$ cat src/rtl/core/assert_macros.svh
// Assertion helpers included by the top-level RTL file.
`ifndef ASSERT_MACROS_SVH
`define ASSERT_MACROS_SVH
`ifndef SYNTHESIS
`define ASSERT_DELAY(lbl, clk, rst_n, ante, n, cons) \
  lbl: assert property (@(posedge clk) disable iff (!rst_n) (ante) |-> ##n (cons)) \
    else $error("delayed implication failed");
`define ASSERT_IMPLY(lbl, clk, rst_n, ante, cons) \
  lbl: assert property (@(posedge clk) disable iff (!rst_n) (ante) |-> (cons)) \
    else $error("implication failed");
`else
`define ASSERT_DELAY(lbl, clk, rst_n, ante, n, cons)
`define ASSERT_IMPLY(lbl, clk, rst_n, ante, cons)
`endif
`endif

$ cat src/rtl/core/ovl_pkg.sv
package ovl_pkg;

  localparam int COORD_W     = 16;
  localparam int FRAC_BITS   = 16;
  localparam int INV_W       = 24;
  localparam int D_W         = COORD_W + 1;
  localparam int MAG_W       = COORD_W;
  localparam int SQ_W        = 2 * MAG_W;
  localparam int PROD_W      = SQ_W + INV_W;
  localparam int S_W         = PROD_W + 2;
  localparam int SAT_SHIFT   = 28;
  localparam int Q_W         = 2 * FRAC_BITS + 32 - SAT_SHIFT;
  localparam int R_W         = FRAC_BITS + 2;
  localparam int DIV_STAGES  = Q_W;
  localparam int SQRT_STAGES = R_W;
  localparam int FRAC_LAT    = DIV_STAGES + SQRT_STAGES;
  localparam int FRONT_LAT   = 4;
  localparam int BACK_LAT    = 2;
  localparam int LATENCY     = FRONT_LAT + FRAC_LAT + BACK_LAT;
  localparam int PM_W        = R_W + 1 + D_W;
  localparam int T_W         = PM_W + 1;

  localparam logic [S_W-1:0] SAT_LIMIT = S_W'(1) << SAT_SHIFT;
  localparam logic [R_W-1:0] R_MAX     = '1;
  localparam logic [R_W:0]   ONE_Q     = (R_W + 1)'(1) << FRAC_BITS;

  typedef struct packed {
    logic signed [COORD_W-1:0] center_a_x;
    logic signed [COORD_W-1:0] center_a_y;
    logic signed [COORD_W-1:0] center_a_z;
    logic        [INV_W-1:0]   inv_rad_sq_a_x;
    logic        [INV_W-1:0]   inv_rad_sq_a_y;
    logic        [INV_W-1:0]   inv_rad_sq_a_z;
    logic signed [COORD_W-1:0] center_b_x;
    logic signed [COORD_W-1:0] center_b_y;
    logic signed [COORD_W-1:0] center_b_z;
    logic        [INV_W-1:0]   inv_rad_sq_b_x;
    logic        [INV_W-1:0]   inv_rad_sq_b_y;
    logic        [INV_W-1:0]   inv_rad_sq_b_z;
  } ovl_in_t;

  typedef struct packed {
    logic                      hit;
    logic signed [COORD_W-1:0] contact_x;
    logic signed [COORD_W-1:0] contact_y;
    logic signed [COORD_W-1:0] contact_z;
  } ovl_out_t;

  // Center difference and center sum per axis, carried beside the fraction units.
  typedef struct packed {
    logic [2:0][D_W-1:0] d;
    logic [2:0][D_W-1:0] ab;
  } ovl_side_t;

endpackage

$ cat src/rtl/core/ovl_back.sv
module ovl_back (
  input  logic                    clk_i,
  input  logic                    rst_ni,
  input  logic                    valid_i,
  input  logic [ovl_pkg::R_W-1:0] r_a_i,
  input  logic [ovl_pkg::R_W-1:0] r_b_i,
  input  ovl_pkg::ovl_side_t      side_i,
  output logic                    valid_o,
  output ovl_pkg::ovl_out_t       out_o
);
  import ovl_pkg::*;

  logic                   va_q, vb_q;
  logic                   hit_q, hit_d;
  logic [2:0][PM_W-1:0]   prod_q, prod_d;
  logic [2:0][D_W-1:0]    ab_q;
  ovl_out_t               out_q, out_d;
  logic [2:0][COORD_W-1:0] cont;

  always_comb begin
    logic [R_W:0] rsum;
    logic signed [R_W:0] dr;
    logic signed [PM_W-1:0] p;
    rsum  = {1'b0, r_a_i} + {1'b0, r_b_i};
    hit_d = (rsum >= ONE_Q);
    dr    = $signed({1'b0, r_b_i}) - $signed({1'b0, r_a_i});
    for (int k = 0; k < 3; k++) begin
      p = dr * $signed(side_i.d[k]);
      prod_d[k] = p;
    end
  end

  // Floor by arithmetic shift, then clamp when the bits above the sign disagree.
  always_comb begin
    logic signed [T_W-1:0] tot, c;
    logic [T_W-COORD_W:0] upper;
    for (int k = 0; k < 3; k++) begin
      tot   = $signed(prod_q[k]) + ($signed(ab_q[k]) <<< FRAC_BITS);
      c     = tot >>> (FRAC_BITS + 1);
      upper = c[T_W-1:COORD_W-1];
      if ((&upper) || !(|upper)) begin
        cont[k] = c[COORD_W-1:0];
      end else if (c[T_W-1]) begin
        cont[k] = {1'b1, {(COORD_W-1){1'b0}}};
      end else begin
        cont[k] = {1'b0, {(COORD_W-1){1'b1}}};
      end
    end
    out_d.hit       = hit_q;
    out_d.contact_x = cont[0];
    out_d.contact_y = cont[1];
    out_d.contact_z = cont[2];
  end

  always_ff @(posedge clk_i or negedge rst_ni) begin
    if (!rst_ni) begin
      va_q <= 1'b0;
      vb_q <= 1'b0;
    end else begin
      va_q <= valid_i;
      vb_q <= va_q;
    end
  end

  always_ff @(posedge clk_i) begin
    hit_q  <= hit_d;
    prod_q <= prod_d;
    ab_q   <= side_i.ab;
    out_q  <= out_d;
  end

  assign valid_o = vb_q;
  assign out_o   = out_q;

endmodule

$ cat config.mk
export PLATFORM = sky130hd
export DESIGN_NAME = ovl_back
export DESIGN_NICKNAME = d
export VERILOG_FILES = /design/src/rtl/core/assert_macros.svh /design/src/rtl/core/ovl_pkg.sv /design/src/rtl/core/ovl_back.sv
export SDC_FILE = /design/constraint.sdc
export NUM_CORES = 2
export LEC_CHECK = 0
export ABC_AREA = 1
export BUFFER_PORTS_ARGS = -buffer_cell sky130_fd_sc_hd__clkbuf_2
export CAP_MARGIN = 20
export CORE_ASPECT_RATIO = 0.7
export CORE_UTILIZATION = 60
export DETAILED_ROUTE_END_ITERATION = 10
export GPL_ROUTABILITY_DRIVEN = 0
export PLACE_DENSITY_LB_ADDON = 0.05
export SLEW_MARGIN = 20
export SYNTH_ARGS = -nofsm -noshare
export SYNTH_HDL_FRONTEND = slang
export SYNTH_SLANG_ARGS = --single-unit
$ cat constraint.sdc
create_clock -name clk_i -period 5.5 [get_ports clk_i]
set_input_delay 0.275 -clock clk_i [delete_from_list [all_inputs] [get_ports clk_i]]
set_output_delay 0.275 -clock clk_i [all_outputs]
set_load 0.05 [all_outputs]
==> flow_metrics.tcl <==
set metrics [dict create \
    tns_ps -49300 \
    failed_checks "negative setup slack" \
    dr.pass1.iters 6 \
    port_buffers 190 \
    ys_ff_latch 163 \
    crit_arrival_ps 6910 \
    dieHeight_um 232 \
    drt_wl_total_um 153000 \
    final_common_cell "inv_1" \
    ant_nets 0 \
    grt_overflow 0 \
    drt_iter0_drc 4339 \
    use_met3_pct 13.2 \
    cts_made_buffers 17 \
    ios 191 \
    final_area_um2 59500 \
    antenna_found_initial 3 \
    cp-startpoint "r_b_i[0]" \
    synth_fp_nets 7216 \
    clkSinkCount 163 \
    slowest_delay_ps 590 \
    cts.reportedPaths.clkPinSlew_ps 70 \
    cts-root-buf "clkbuf_16" \
    nNetsFinal 8146 \
    cts_tree "built" \
    post_route_cells_drive_above_1_share_pct 27.4 \
    hold_viol 0 \
    maxCapViolations 0 \
    cp-end-kind "register" \
    drc 0 \
    synth.top_cell.area_share_pct 43.5 \
    cp_top_family "adder cells" \
    wire_per_inst_um 19.9 \
    path_class "input port to register" \
    path_buf_inv 10 \
    use_met2_pct 56.8 \
    pre_cts_ws_ps -1730 \
    grt_use_met1_pct 56.8 \
    nFillCells 4784 \
    hpwl_um 119000 \
    hold_class "input port to async pin" \
    synth_cell_types 51 \
    start_util_pct 61.1 \
    yosysSeqAreaShare_pct 7.24 \
    max_freq_mhz 155 \
    netlist_instances 5747 \
    clk_latency_ps 510 \
    ctsHtreeMaxLevel 4 \
    maxSlewHeadroom_pct 55.3 \
    critPathSlowestCell "fa_1" \
    worst_slack_ps -971 \
    core-area_um2 73900 \
    period_share_pct 118 \
    syn-cell-area_um2 45200 \
    finalCriticalPeriod_ps 6470 \
    drv_slew 0 \
    first_global_vias 42407 \
    cp_common_cell "fa_1" \
    synthTopCellsByArea "fa_1 (43%), inv_1 (12%), ha_1 (9.6%)" \
    avgViaCountPerCell 5.49 \
    ys_warn_count 0 \
    rsz0062_at_grt "true" \
    placed_cells 7446 \
    finClkSkew_ps 19.3 \
    syn2layout_area_growth_pct 31.6 \
    status "finished with violations" \
    clock_path_buffers 2 \
    grt_max_degree 22 \
    grt_usage_pct 39.4 \
    die-area_um2 76400 \
    final_cell_mix "inv_1 (1391), nand2_1 (994), fa_1 (906)" \
    grt_pass1_wl_um 230000 \
    num_vias 42133 \
    syn_avg_cell_area_um2 7.86 \
    cp.required_ps 5930 \
    dpl-instance-area_um2 54000 \
    synth_area_leader_cell "fa_1" \
    reg2reg_from "prod_q[28]$_DFF_P_" \
    setup_violations 60 \
    crit_fanout 6 \
    rows 83 \
    die_w_um 330 \
    gr-max-usage-layer "met1" \
    final_cells 7670 \
    worst_pin_slew_ps 669 \
    critPathLaunchType "input port" \
]
## timing repair
item / CTS / global route
resized for setup: 433 / 383
endpoints found under the hold margin: 54 / 0
pin swaps: 223 / 254
endpoints found under the setup margin: 60 / 60
buffers inserted: 96 / 50
hold buffers: 53 / 0
cloned: 3 / 1
## synth_stat cells (all sizes together)
library cell	number
inv	1497
nand2	1143
fa	981
nor2	732
ha	347
a21oi	205
dfxtp	161
nand3	102
clkbuf	97
o21ai	92
buf	73
xor2	64
xnor2	54
nand4	44
nor3	32
a31oi	24
o21bai	17
a21o	16
clkinv	8
nand3b	8
nor4	7
o21a	7
or2	7
a21boi	5
o221ai	5
o221a	4
o31ai	4
and2	2
dfrtp	2
o211a	2
o211ai	2
a221oi	1
and3	1
or3	1
## flip-flops by register name, indices dropped and copies added (netlist names)
name / cells
prod_q: 60
ab_q: 51
out_o: 49
hit_q: 1
va_q: 1
valid_o: 1
## kinds of logic (layout without fill, tap and decap cells)
| kind of cell | after synthesis | after routing | share of synthesized area (%) |
|---|---|---|---|
| AO/OA/AOI/OAI | 384 | 384 | 4.83 |
| buffers and inverters | 1675 | 2618 | 14.2 |
| other | 0 | 3 | 0 |
| flip-flops | 163 | 163 | 7.24 |
| AND/OR/NAND/NOR | 2079 | 2079 | 18.3 |
| XOR/XNOR | 118 | 118 | 2.33 |
| adder cells (fa/ha/maj) | 1328 | 1328 | 53.1 |
## area by class of cell
| cell class | instances | area, µm² | area share [%] |
|---|---|---|---|
| flip-flops and latches | 163 | 3270 | 5.50 |
| clock buffers | 19 | 433 | 0.728 |
| multi-input cells | 3909 | 39500 | 66.3 |
| diodes | 3 | 7.51 | 0.0126 |
| well taps | 977 | 1220 | 2.06 |
| inverters | 1505 | 5700 | 9.58 |
| clock inverters | 13 | 121 | 0.204 |
| repair buffers | 1081 | 9270 | 15.6 |
## per-stage QoR
stage                     util, %  hold WS [ps]
after global placement       73.1          60.6
after CTS                    78.0          73.7
final                        80.4          89.6
after global routing         80.4           113
after floorplan                 -         -20.6
after detailed placement     73.1          64.2
## worst reg2reg max path, stage by stage, from the launching register on
cell and delay [ps]:
dfxtp_1 380, ha_1 420, nand2_1 110, inv_1 80, nand2_1 70, nor2_1 370, nand4_1 350, nand3_1 180
nand2_1 80, a21oi_1 200, inv_1 80, nand2_1 510, nand2_1 160, nand2_1 100
## routing by layer
metal | routed length, µm | share of wire, % | vias up
met5 | 0 | 0 | -
met4 | 5210 | 3.4 | 0
met3 | 21400 | 14 | 452
met2 | 65300 | 43 | 2620
met1 | 61100 | 40 | 20483
li1 | - | - | 18578
## path summary, 6_finish.rpt
check	end	slack, ps	depth (start not counted)
min reg2reg	out_o[48]$_DFF_P_	350	0
max reg2reg	out_o[42]$_DFF_P_	2360	13
min in group clk_i	hit_q$_DFF_P_	350	5
min	va_q$_DFF_PN0_	90	2
max in group asynchronous	valid_o$_DFF_PN0_	5310	2
max	prod_q[68]$_DFF_P_	-970	33
Power is not shown: default switching activity piles up to over one toggle a cycle in this logic, so the estimate is an artifact.
